===== src/sv/sliding_window_latency_percentile_core_macros.svh =====
// Assertion macros for the sliding window latency percentile core.
// Included by the RTL files that carry concurrent assertions.
`ifndef SLIDING_WINDOW_LATENCY_PERCENTILE_CORE_MACROS_SVH
`define SLIDING_WINDOW_LATENCY_PERCENTILE_CORE_MACROS_SVH

// Same-cycle implication, disabled during reset.
`define SWLP_ASSERT_IMP(lbl, clk, rstn, ante, cons, msg) \
    lbl: assert property (@(posedge clk) disable iff (!(rstn)) (ante) |-> (cons)) \
        else $error(msg);

// Next-cycle implication, disabled during reset.
`define SWLP_ASSERT_NXT(lbl, clk, rstn, ante, cons, msg) \
    lbl: assert property (@(posedge clk) disable iff (!(rstn)) (ante) |=> (cons)) \
        else $error(msg);

`endif


===== src/sv/swlp_pkg.sv =====
// Shared widths, constants and controller/datapath interface types.
// No dependencies.
`default_nettype none
package swlp_pkg;
    localparam int WINDOW   = 1024;
    localparam int LAT_W    = 16;
    localparam int CNT_W    = 32;
    localparam int MEAN_W   = 24;
    localparam int FRAC_W   = 8;
    localparam int AW       = $clog2(WINDOW);
    localparam int FILL_W   = $clog2(WINDOW + 1);
    localparam int SUM_W    = LAT_W + $clog2(WINDOW);
    localparam int DIV_W    = SUM_W + FRAC_W;
    localparam int PCT_W    = 7;
    localparam int X_W      = FILL_W + PCT_W;
    localparam int RCP_W    = 20;
    localparam int RCP_SH   = 26;
    localparam int PROD_W   = X_W + RCP_W;

    localparam logic [PCT_W-1:0] PCT95     = PCT_W'(95);
    localparam logic [PCT_W-1:0] PCT99     = PCT_W'(99);
    localparam logic [PCT_W-1:0] PCT_ROUND = PCT_W'(99);
    // ceil(2^26 / 100): exact floor(x/100) for every x this block forms
    localparam logic [RCP_W-1:0] RCP100    = RCP_W'(671089);

    typedef struct packed {
        logic accept;
        logic rd;
        logic old;
        logic scan;
        logic idx;
        logic pa;
        logic pb;
        logic pc;
        logic load;
    } cmd_t;

    typedef struct packed {
        logic scan_last;
        logic div_done;
    } sts_t;
endpackage
`default_nettype wire


===== src/sv/swlp_ctrl.sv =====
// Controller state machine sequencing one item through the datapath.
// Uses swlp_pkg types and the assertion macro header.
`default_nettype none
`include "sliding_window_latency_percentile_core_macros.svh"
module swlp_ctrl (
    input  wire logic           aclk,
    input  wire logic           aresetn,
    input  wire logic           s_valid,
    output logic                s_ready,
    output logic                m_valid,
    input  wire logic           m_ready,
    output swlp_pkg::cmd_t      cmd,
    input  wire swlp_pkg::sts_t sts
);
    localparam logic [3:0] ST_IDLE = 4'd0;
    localparam logic [3:0] ST_RD   = 4'd1;
    localparam logic [3:0] ST_OLD  = 4'd2;
    localparam logic [3:0] ST_SCAN = 4'd3;
    localparam logic [3:0] ST_IDX  = 4'd4;
    localparam logic [3:0] ST_PA   = 4'd5;
    localparam logic [3:0] ST_PB   = 4'd6;
    localparam logic [3:0] ST_PC   = 4'd7;
    localparam logic [3:0] ST_WAIT = 4'd8;

    logic [3:0] state_reg, state_next;
    logic       m_valid_reg, m_valid_next;
    logic       out_free;

    assign out_free = !m_valid_reg || m_ready;

    always_comb begin
        state_next = state_reg;
        cmd        = '0;
        case (state_reg)
            ST_IDLE: begin
                if (s_valid) begin
                    cmd.accept = 1'b1;
                    state_next = ST_RD;
                end
            end
            ST_RD: begin
                cmd.rd     = 1'b1;
                state_next = ST_OLD;
            end
            ST_OLD: begin
                cmd.old    = 1'b1;
                state_next = ST_SCAN;
            end
            ST_SCAN: begin
                cmd.scan = 1'b1;
                if (sts.scan_last) state_next = ST_IDX;
            end
            ST_IDX: begin
                cmd.idx    = 1'b1;
                state_next = ST_PA;
            end
            ST_PA: begin
                cmd.pa     = 1'b1;
                state_next = ST_PB;
            end
            ST_PB: begin
                cmd.pb     = 1'b1;
                state_next = ST_PC;
            end
            ST_PC: begin
                cmd.pc     = 1'b1;
                state_next = ST_WAIT;
            end
            ST_WAIT: begin
                if (sts.div_done && out_free) begin
                    cmd.load   = 1'b1;
                    state_next = ST_IDLE;
                end
            end
            default: state_next = ST_IDLE;
        endcase
    end

    always_comb begin
        m_valid_next = m_valid_reg;
        if (cmd.load)          m_valid_next = 1'b1;
        else if (m_ready)      m_valid_next = 1'b0;
    end

    always_ff @(posedge aclk) begin
        if (!aresetn) begin
            state_reg   <= ST_IDLE;
            m_valid_reg <= 1'b0;
        end else begin
            state_reg   <= state_next;
            m_valid_reg <= m_valid_next;
        end
    end

    assign s_ready = state_reg == ST_IDLE;
    assign m_valid = m_valid_reg;

    `SWLP_ASSERT_IMP(a_load_free, aclk, aresetn, cmd.load, !m_valid_reg || m_ready, "result overwritten")
    `SWLP_ASSERT_NXT(a_accept_rd, aclk, aresetn, s_valid && s_ready, state_reg == ST_RD, "accept did not start read")
    `SWLP_ASSERT_NXT(a_scan_idx, aclk, aresetn, cmd.scan && sts.scan_last, state_reg == ST_IDX, "scan end lost")
endmodule
`default_nettype wire


===== config.mk =====
export PLATFORM = sky130hd
export DESIGN_NAME = swlp_ctrl
export DESIGN_NICKNAME = d
export VERILOG_FILES = /design/src/sv/swlp_pkg.sv /design/src/sv/swlp_ctrl.sv
export VERILOG_INCLUDE_DIRS = /design/src /design/src/sv
export SDC_FILE = /design/constraint.sdc
export NUM_CORES = 1
export LEC_CHECK = 0
export BUFFER_PORTS_ARGS = -buffer_cell sky130_fd_sc_hd__buf_4
export CORE_AREA = 8 8 45 47
export DETAILED_ROUTE_END_ITERATION = 8
export DIE_AREA = 0 0 53 55
export GPL_TIMING_DRIVEN = 0
export HOLD_SLACK_MARGIN = 0.02
export PLACE_DENSITY_LB_ADDON = 0.15
export REMOVE_ABC_BUFFERS = 1
export SETUP_SLACK_MARGIN = 0.5
export SLEW_MARGIN = 5
export SYNTH_ARGS = -nofsm -noshare
export SYNTH_HDL_FRONTEND = slang
export SYNTH_SLANG_ARGS = --single-unit

===== constraint.sdc =====
create_clock -name aclk -period 1.3 [get_ports aclk]
set_input_delay 0.26 -clock aclk [delete_from_list [all_inputs] [get_ports aclk]]
set_output_delay 0.26 -clock aclk [all_outputs]
set_load 0.01 [all_outputs]

==> report_table.html, run 1 <==
<table>
<tr><th>Metric</th><th>Value</th></tr>
<tr><th colspan="2">Worst setup path</th></tr>
<tr><td>Startpoint types</td><td>register</td></tr>
<tr><td>Worst Path Class, Setup</td><td>reg -&gt; out</td></tr>
<tr><td>RR Startpoint</td><td>state_reg[3]</td></tr>
<tr><td>Crit path to</td><td>cmd[0]</td></tr>
<tr><td>Worst setup path startpoint</td><td>state_reg[3]</td></tr>
<tr><td>Depth of the critical timing path with buffers and inverters included</td><td>3</td></tr>
<tr><td>Path depth of the worst reg2reg path</td><td>5</td></tr>
<tr><td>Crit path largest cell delay</td><td>480 ps</td></tr>
<tr><td>Data arrival time of the critical path</td><td>1330 ps</td></tr>
<tr><td>Top Family by Delay on Critical Path</td><td>simple AND/OR/NAND/NOR gates</td></tr>
<tr><td>Data required time at the worst endpoint</td><td>1040 ps</td></tr>
<tr><td>Cell breakdown of the critical path</td><td>or4b_4, nor2_2, buf_4</td></tr>
<tr><td>Largest driver fanout on the critical path</td><td>8</td></tr>
<tr><td>Reg2Reg Capture Point</td><td>m_valid</td></tr>
<tr><td>Highest-delay cell along the critical path</td><td>sky130_fd_sc_hd__or4b_4</td></tr>
<tr><td>CP endpoint kind</td><td>output pin</td></tr>
<tr><td>Buf/Inv on CP</td><td>1</td></tr>
<tr><td>R2R Setup Slk</td><td>-110 ps</td></tr>
<tr><th colspan="2">Yosys</th></tr>
<tr><td>Flip-flop cell with the highest count after synthesis</td><td>sky130_fd_sc_hd__dfxtp_1</td></tr>
<tr><td>Synthesized flop and latch total</td><td>5</td></tr>
<tr><td>Share of synthesized registers carrying an async set or reset</td><td>0%</td></tr>
<tr><td>Combinational family with the most area after synthesis</td><td>simple AND/OR/NAND/NOR gates</td></tr>
<tr><td>Syn Std Cell Area</td><td>323 sq um</td></tr>
<tr><td>Simple-gate share of the synthesized area</td><td>41.9%</td></tr>
<tr><td>Proportion of synthesized area in mux cells</td><td>0%</td></tr>
<tr><td>Post-synthesis instance total</td><td>44</td></tr>
<tr><td>Post-synthesis adder-cell area fraction</td><td>0%</td></tr>
<tr><td>Most common library cells after synthesis</td><td>5 x sky130_fd_sc_hd__dfxtp_1, 5 x sky130_fd_sc_hd__nand2_1, 5 x sky130_fd_sc_hd__nand2b_1, 5 x sky130_fd_sc_hd__nor2_1, 4 x sky130_fd_sc_hd__nor3_1</td></tr>
<tr><td>Cell types occupying the most area after synthesis</td><td>sky130_fd_sc_hd__dfxtp_1 31%, sky130_fd_sc_hd__nand2b_1 9.7%, sky130_fd_sc_hd__nor3_1 6.2%, sky130_fd_sc_hd__nand2_1 5.8%, sky130_fd_sc_hd__nor2_1 5.8%</td></tr>
<tr><td>Synth top area share</td><td>31.0%</td></tr>
<tr><td>Synth warn</td><td>0</td></tr>
<tr><td>Sequential fraction of the synthesis area</td><td>31.0%</td></tr>
<tr><td>Share of the synthesized area in compound gates (AO/OA/AOI/OAI)</td><td>15.1%</td></tr>
<tr><td>Post-Syn Area per Cell</td><td>7.34 sq um</td></tr>
<tr><td>Distinct cell type count after synthesis</td><td>20</td></tr>
<tr><td>Dominant cell type by area after synthesis</td><td>sky130_fd_sc_hd__dfxtp_1</td></tr>
<tr><td>Synth Area in XOR/XNOR</td><td>0%</td></tr>
<tr><td>Count of flip-flops with a built-in enable after synthesis</td><td>0</td></tr>
<tr><th colspan="2">Worst hold path</th></tr>
<tr><td>Hold path startpoint</td><td>aresetn</td></tr>
<tr><td>Worst min-delay path class</td><td>in -&gt; reg</td></tr>
<tr><th colspan="2">Route</th></tr>
<tr><td>Met3 routed WL</td><td>100 um</td></tr>
<tr><td>DRC Markers</td><td>0</td></tr>
<tr><td>Routed metal-1 wirelength</td><td>438 um</td></tr>
<tr><td>Top routing layer in use</td><td>met3</td></tr>
<tr><td>Final WL</td><td>1150 um</td></tr>
<tr><td>Number of nets with antenna violations after routing</td><td>0</td></tr>
<tr><td>Number of vias per cell after detailed routing</td><td>4.54</td></tr>
<tr><td>Length of routed met2 wiring</td><td>615 um</td></tr>
<tr><td>Count of vias placed by the detailed router</td><td>422</td></tr>
<tr><td>WL/cell</td><td>12.4 um</td></tr>
<tr><td>Drt pass-1 iters</td><td>2</td></tr>
<tr><td>Number of DRC markers after the initial detailed-route iteration</td><td>8</td></tr>
<tr><th colspan="2">Global route</th></tr>
<tr><td>Congestion Overflow GR</td><td>0</td></tr>
<tr><td>Global-route usage over all layers</td><td>6.94%</td></tr>
<tr><td>Wire length of the first global-routing pass</td><td>1470 um</td></tr>
<tr><td>Number of antenna violations at the first check in global routing</td><td>0</td></tr>
<tr><td>Vias in the first global route</td><td>352</td></tr>
<tr><td>Maximum number of pins on one net before global-route repair</td><td>11</td></tr>
<tr><th colspan="2">Placed design</th></tr>
<tr><td>Cells after DPL</td><td>72</td></tr>
<tr><td>Port-buffer cells</td><td>16</td></tr>
<tr><td>Half-perimeter wire length after placement</td><td>649 um</td></tr>
<tr><td>Placed Area</td><td>432 sq um</td></tr>
<tr><td>Gpl congestion</td><td>0.627</td></tr>
<tr><th colspan="2">Clocking</th></tr>
<tr><td>Number of buffers created by CTS</td><td>3</td></tr>
<tr><td>Worst skew pair latency</td><td>240 ps</td></tr>
<tr><td>Root buf cell</td><td>sky130_fd_sc_hd__clkbuf_4</td></tr>
<tr><td>Num Clock Sinks</td><td>5</td></tr>
<tr><td>Clock buffer depth</td><td>2</td></tr>
<tr><td>Clock-pin slew on the worst setup and hold paths</td><td>40 ps</td></tr>
<tr><td>Clock tree from TritonCTS</td><td>yes</td></tr>
<tr><td>Maximum level of the CTS H-tree</td><td>1</td></tr>
<tr><th colspan="2">Timing</th></tr>
<tr><td>Final setup vio count</td><td>13</td></tr>
<tr><td>Tightest slew margin relative to the limit</td><td>81.4%</td></tr>
<tr><td>Final Slew Violations</td><td>0</td></tr>
<tr><td>Final worst-path cycle share</td><td>123%</td></tr>
<tr><td>Final setup TNS</td><td>-1890 ps</td></tr>
<tr><td>Setup skew after layout</td><td>5.87 ps</td></tr>
<tr><td>Post-layout worst setup margin</td><td>-294 ps</td></tr>
<tr><td>Clock period minus worst slack</td><td>1590 ps</td></tr>
<tr><td>RSZ-0062 raised after global routing</td><td>yes</td></tr>
<tr><td>Total count of hold-check failures in the final report</td><td>0</td></tr>
<tr><td>Peak clock frequency supported by timing</td><td>627 MHz</td></tr>
<tr><td>Slew @ Worst Pin</td><td>277 ps</td></tr>
<tr><th colspan="2">Floorplan</th></tr>
<tr><td>Site row count</td><td>14</td></tr>
<tr><td>Area of the placeable core</td><td>0.00138 sq mm</td></tr>
<tr><td>Area of the die</td><td>0.00292 sq mm</td></tr>
<tr><td>Floorplan die width</td><td>53 um</td></tr>
<tr><td>Vert. Die Dim</td><td>55 um</td></tr>
<tr><td>Starting utilization of the core area</td><td>23.3%</td></tr>
<tr><td>IO Pins</td><td>17</td></tr>
<tr><th colspan="2">Final layout</th></tr>
<tr><td>Post-layout instance count excluding filler cells</td><td>93</td></tr>
<tr><td>Relative area change from synthesis to final layout</td><td>120%</td></tr>
<tr><td>Final net count</td><td>84</td></tr>
<tr><td>Final standard cell utilization of the core</td><td>51.3%</td></tr>
<tr><td>Fraction of final layout cells with drive strength greater than 1</td><td>71.4%</td></tr>
<tr><td># fillers</td><td>134</td></tr>
<tr><td>Number of diodes</td><td>0</td></tr>
<tr><td>Final Cell Area</td><td>709 sq um</td></tr>
<tr><td>Flip-flop count of the largest register, all copies and words added</td><td>4</td></tr>
<tr><th colspan="2">Run status</th></tr>
<tr><td>Outcome</td><td>complete, but fails checks</td></tr>
<tr><td>Violations in the final reports</td><td>setup timing</td></tr>
<tr><th colspan="2">Pwr</th></tr>
<tr><td>Worst supply voltage drop on vdd</td><td>469 uV</td></tr>
<tr><td>Pleak</td><td>0.000324 uW</td></tr>
<tr><td>Power Dens Cells</td><td>724 mW/mm^2</td></tr>
<tr><th colspan="2">Run</th></tr>
<tr><td>Max capacitance violation total</td><td>0</td></tr>
</table>
[logic make-up (layout without fill, tap and decap cells)]
| family | Yosys count | in the layout |
|---|---|---|
| simple gates | 25 | 25 |
| flops | 5 | 5 |
| buf+inv | 6 | 39 |
| compound gates | 8 | 8 |
[power by group]
part	internal (uW)	switching (uW)
clock network	116	61.5
registers	157	10.2
logic	97.1	71.3
total	370	143
[repair_timing]
| action | 4_1_cts | 5_1_grt |
|---|---|---|
| resized for setup | 15 | 20 |
| setup buffers | 6 | 11 |
| hold buffers | 0 | 0 |
| pin swaps | 8 | 5 |
| setup endpoints to repair | 16 | 16 |
[through the flow]
| step | hold WS, ps | power (uW) | setup WS, ps |
|---|---|---|---|
| after floorplan | 378 | 216 | -145 |
| after global placement | 491 | 265 | -134 |
| after detailed placement | 493 | 265 | -139 |
| after CTS | 238 | 459 | -328 |
| after global routing | 227 | 556 | -353 |
| final | 239 | 513 | -294 |
[how the worst min path moves through the flow]
stage,slack [ps],endpoint,depth (start not counted)
finish,240,state_reg[3],2
global route,230,state_reg[3],2
CTS,240,state_reg[3],2
detailed placement,490,state_reg[3],2
global placement,490,state_reg[3],2
floorplan,380,state_reg[3],1
[layout by cell type (no fill, tap or decap), types with 2 or more instances in the layout]
master,count
sky130_fd_sc_hd__inv_1,2
sky130_fd_sc_hd__a21oi_1,2
sky130_fd_sc_hd__buf_6,9
sky130_fd_sc_hd__nand2_1,4
sky130_fd_sc_hd__nor2_1,2
sky130_fd_sc_hd__buf_4,24
sky130_fd_sc_hd__clkbuf_4,3
sky130_fd_sc_hd__o21ai_2,2
sky130_fd_sc_hd__dfxtp_4,4
sky130_fd_sc_hd__nor2_4,2
sky130_fd_sc_hd__and2_1,2
sky130_fd_sc_hd__nor3_1,3
sky130_fd_sc_hd__nand2b_1,4
[area by class of cell]
class | instances | area, sq um | share of cell area, %
tap | 16 | 20.0 | 2.82
inverter | 2 | 7.51 | 1.06
sequential | 5 | 116 | 16.4
multi-input combinational | 33 | 258 | 36.3
timing repair buffer | 33 | 282 | 39.7
clock buffer | 4 | 26.3 | 3.70
[metal layers]
metal | GRT usage, % | vias up
li1 | - | 214
met1 | 6.98 | 198
met4 | 1.29 | 0
met3 | 6.15 | 0
met5 | 0 | -
met2 | 10.7 | 10
[worst reg2reg max path: stages (launching register included)]
cell and delay [ps]:
sky130_fd_sc_hd__dfxtp_4 390, sky130_fd_sc_hd__or4b_4 490, sky130_fd_sc_hd__buf_4 150, sky130_fd_sc_hd__buf_6 110, sky130_fd_sc_hd__o21ai_2 90, sky130_fd_sc_hd__and2_1 120
Power figures use the tool's default switching activity.
==> run 2: changes to the inputs <==
Settings changed: ABC_CLOCK_PERIOD_IN_PS set to 1300, REMOVE_ABC_BUFFERS 1 to not set, SKIP_LAST_GASP set to 1.
==> run 2 against run 1 <==
Against the previous run:
- worst hold slack improved by 10 ps
- final area up 0.88%
- clock power is essentially flat
- highest routed layer is now met4
- largest cell class is now multi-input gates
- the run still ends with setup timing left
- sequential share of layout area down 1.4 points
- critical path type unchanged
==> report_table.html, run 2 (synthesized netlist as in run 1, its figures left out) <==
<table>
<tr><th>Metric</th><th>Value</th></tr>
<tr><th colspan="2">Clocking</th></tr>
<tr><td>Num Clock Sinks</td><td>5 (unchanged)</td></tr>
<tr><td>Number of buffers created by CTS</td><td>3 (unchanged)</td></tr>
<tr><td>Clock tree from TritonCTS</td><td>yes</td></tr>
<tr><td>Worst skew pair latency</td><td>240 ps (about the same)</td></tr>
<tr><td>Clock-pin slew on the worst setup and hold paths</td><td>40 ps (about the same)</td></tr>
<tr><td>Clock buffer depth</td><td>2 (unchanged)</td></tr>
<tr><td>Root buf cell</td><td>sky130_fd_sc_hd__clkbuf_4</td></tr>
<tr><td>Maximum level of the CTS H-tree</td><td>1 (unchanged)</td></tr>
<tr><th colspan="2">Global route</th></tr>
<tr><td>Vias in the first global route</td><td>413 (+17%)</td></tr>
<tr><td>Global-route usage over all layers</td><td>8.03% (+1.1 points)</td></tr>
<tr><td>Wire length of the first global-routing pass</td><td>1710 um (+16%)</td></tr>
<tr><td>Number of antenna violations at the first check in global routing</td><td>0 (unchanged)</td></tr>
<tr><td>Congestion Overflow GR</td><td>0 (unchanged)</td></tr>
<tr><td>Maximum number of pins on one net before global-route repair</td><td>11 (unchanged)</td></tr>
<tr><th colspan="2">Final layout</th></tr>
<tr><td>Final Cell Area</td><td>716 sq um (+0.88%)</td></tr>
<tr><td>Fraction of final layout cells with drive strength greater than 1</td><td>77.0% (+5.6 points)</td></tr>
<tr><td>Relative area change from synthesis to final layout</td><td>122%</td></tr>
<tr><td>Final net count</td><td>81 (-3.6%)</td></tr>
<tr><td>Most frequent standard cell in the layout excluding fill and tap cells</td><td>sky130_fd_sc_hd__buf_4</td></tr>
<tr><td>Number of diodes</td><td>0 (unchanged)</td></tr>
<tr><td># fillers</td><td>134 (unchanged)</td></tr>
<tr><td>Flip-flop count of the largest register, all copies and words added</td><td>4 (unchanged)</td></tr>
<tr><td>Most used cells in the layout excluding fill and tap cells</td><td>18 x sky130_fd_sc_hd__buf_4, 12 x sky130_fd_sc_hd__buf_6, 4 x sky130_fd_sc_hd__nor3_2</td></tr>
<tr><td>Final standard cell utilization of the core</td><td>51.7% (+0.45 points)</td></tr>
<tr><th colspan="2">Pwr</th></tr>
<tr><td>Worst supply voltage drop on vdd</td><td>304 uV (-35%)</td></tr>
<tr><td>Power Dens Cells</td><td>762 mW/mm^2 (+5.3%)</td></tr>
<tr><td>Pleak</td><td>0.000311 uW (-4.0%)</td></tr>
<tr><th colspan="2">Worst setup path</th></tr>
<tr><td>Worst Path Class, Setup</td><td>reg -&gt; out</td></tr>
<tr><td>Buf/Inv on CP</td><td>3 (+2)</td></tr>
<tr><td>Most frequent cell on the critical path</td><td>sky130_fd_sc_hd__buf_6</td></tr>
<tr><td>Depth of the critical timing path with buffers and inverters included</td><td>5 (+2)</td></tr>
<tr><td>Highest-delay cell along the critical path</td><td>sky130_fd_sc_hd__or4b_4</td></tr>
<tr><td>Cell breakdown of the critical path</td><td>buf_6, or4b_4, nor2_1, buf_4, buf_6</td></tr>
<tr><td>Data arrival time of the critical path</td><td>1470 ps (+140 ps)</td></tr>
<tr><td>Largest driver fanout on the critical path</td><td>2 (-6)</td></tr>
<tr><td>Path depth of the worst reg2reg path</td><td>7 (+2)</td></tr>
<tr><td>CP endpoint kind</td><td>output pin</td></tr>
<tr><td>Crit path largest cell delay</td><td>520 ps (+40 ps)</td></tr>
<tr><td>Top Family by Delay on Critical Path</td><td>simple AND/OR/NAND/NOR gates</td></tr>
<tr><td>Data required time at the worst endpoint</td><td>1040 ps (about the same)</td></tr>
<tr><td>Startpoint types</td><td>register</td></tr>
<tr><th colspan="2">Route</th></tr>
<tr><td>Number of DRC markers after the initial detailed-route iteration</td><td>4 (-4)</td></tr>
<tr><td>Count of vias placed by the detailed router</td><td>411 (-2.6%)</td></tr>
<tr><td>Drt pass-1 iters</td><td>3 (+1)</td></tr>
<tr><td>WL/cell</td><td>11.8 um (-4.5%)</td></tr>
<tr><td>DRC Markers</td><td>0 (unchanged)</td></tr>
<tr><td>Number of nets with antenna violations after routing</td><td>0 (unchanged)</td></tr>
<tr><td>Final WL</td><td>1070 um (-7.6%)</td></tr>
<tr><td>Number of vias per cell after detailed routing</td><td>4.57 (+0.64%)</td></tr>
<tr><th colspan="2">Floorplan</th></tr>
<tr><td>IO Pins</td><td>17 (unchanged)</td></tr>
<tr><td>Vert. Die Dim</td><td>55 um (unchanged)</td></tr>
<tr><td>Floorplan die width</td><td>53 um (unchanged)</td></tr>
<tr><td>Area of the die</td><td>0.00292 sq mm (unchanged)</td></tr>
<tr><td>Area of the placeable core</td><td>0.00138 sq mm (unchanged)</td></tr>
<tr><td>Starting utilization of the core area</td><td>23.3% (unchanged)</td></tr>
<tr><td>Site row count</td><td>14 (unchanged)</td></tr>
<tr><th colspan="2">Timing</th></tr>
<tr><td>Final Slew Violations</td><td>0 (unchanged)</td></tr>
<tr><td>Slew @ Worst Pin</td><td>241 ps (-36.6 ps)</td></tr>
<tr><td>Clock period minus worst slack</td><td>1730 ps (+133 ps)</td></tr>
<tr><td>Total count of hold-check failures in the final report</td><td>0 (unchanged)</td></tr>
<tr><td>Post-layout worst setup margin</td><td>-427 ps (-133 ps)</td></tr>
<tr><td>Setup skew after layout</td><td>1.91 ps (-3.96 ps)</td></tr>
<tr><td>Peak clock frequency supported by timing</td><td>579 MHz (-7.7%)</td></tr>
<tr><td>Final setup vio count</td><td>13 (unchanged)</td></tr>
<tr><td>Tightest slew margin relative to the limit</td><td>83.8% (+2.5 points)</td></tr>
<tr><td>Final worst-path cycle share</td><td>133% (+10 points)</td></tr>
<tr><td>RSZ-0062 raised after global routing</td><td>yes</td></tr>
<tr><th colspan="2">Placed design</th></tr>
<tr><td>Port-buffer cells</td><td>16 (unchanged)</td></tr>
<tr><td>Gpl congestion</td><td>0.702 (+12%)</td></tr>
<tr><td>Placed Area</td><td>479 sq um (+11%)</td></tr>
<tr><td>Half-perimeter wire length after placement</td><td>688 um (+6.0%)</td></tr>
<tr><th colspan="2">Run status</th></tr>
<tr><td>Outcome</td><td>complete, but fails checks</td></tr>
<tr><td>Violations in the final reports</td><td>setup timing</td></tr>
<tr><th colspan="2">Yosys</th></tr>
<tr><td>Number of nets in the synthesized netlist</td><td>50</td></tr>
<tr><th colspan="2">Run</th></tr>
<tr><td>Max capacitance violation total</td><td>0 (unchanged)</td></tr>
<tr><th colspan="2">Worst hold path</th></tr>
<tr><td>Worst Hold Path Cells</td><td>2 (unchanged)</td></tr>
<tr><td>Worst min-delay path class</td><td>in -&gt; reg</td></tr>
</table>
-- run 2: timing repair --
item / CTS / global route
pin swaps: 7 / 7
setup endpoints to repair: 16 / 16
setup buffers: 5 / 5
endpoints found under the hold margin: 0 / 0
gates resized for setup: 21 / 13
hold buffers: 0 / 0
-- run 2: routing by layer --
layer / global-route usage (%) / share of wire [%]
met5: 0 / 0
met4: 7.76 / 1.3
met3: 2.94 / 9.5
met2: 12.9 / 48
met1: 7.89 / 41
-- run 2: worst paths after layout --
| check | start | end | slack [ps] |
|---|---|---|---|
| max | state_reg[1] | cmd[0] | -430 |
| min | aresetn | state_reg[3] | 250 |
| max reg2reg | state_reg[1] | state_reg[2] | -170 |
| min reg2reg | state_reg[0] | state_reg[1] | 610 |
-- run 2: metrics by stage --
| step | hold slack [ps] | setup slack, ps | cells | setup TNS [ps] | total power (uW) |
|---|---|---|---|---|---|
| after floorplan | 378 | -111 | 44 | -136 | 233 |
| after global placement | 488 | -232 | 76 | -258 | 283 |
| after detailed placement | 487 | -233 | 76 | -250 | 283 |
| after CTS | 242 | -460 | 85 | -2710 | 511 |
| after global routing | 253 | -466 | 90 | -3920 | 583 |
| final | 250 | -427 | 90 | -3220 | 545 |
-- run 2: cell type report --
| class | count | area, sq um | share of cell area, % |
|---|---|---|---|
| clock buffer | 4 | 26.3 | 3.67 |
| inverter | 2 | 7.51 | 1.05 |
| multi-input combinational | 33 | 284 | 39.7 |
| buffer | 4 | 41.3 | 5.77 |
| timing repair buffer | 26 | 229 | 32.0 |
| tap | 16 | 20.0 | 2.80 |
| sequential | 5 | 108 | 15.0 |
-- run 2: worst reg2reg max path: cells and delay by family (launching register included) --
family	cells	cell delay, ps
DFF	1	310
AOI/OAI and AO/OA	1	230
and+or+nand+nor	2	430
buffers and inverters	4	410
-- run 2: power by group --
group	internal [uW]	switching (uW)	total (uW)
clock	116	62.3	178
combinational	118	87.5	205
sequential	159	2.72	162
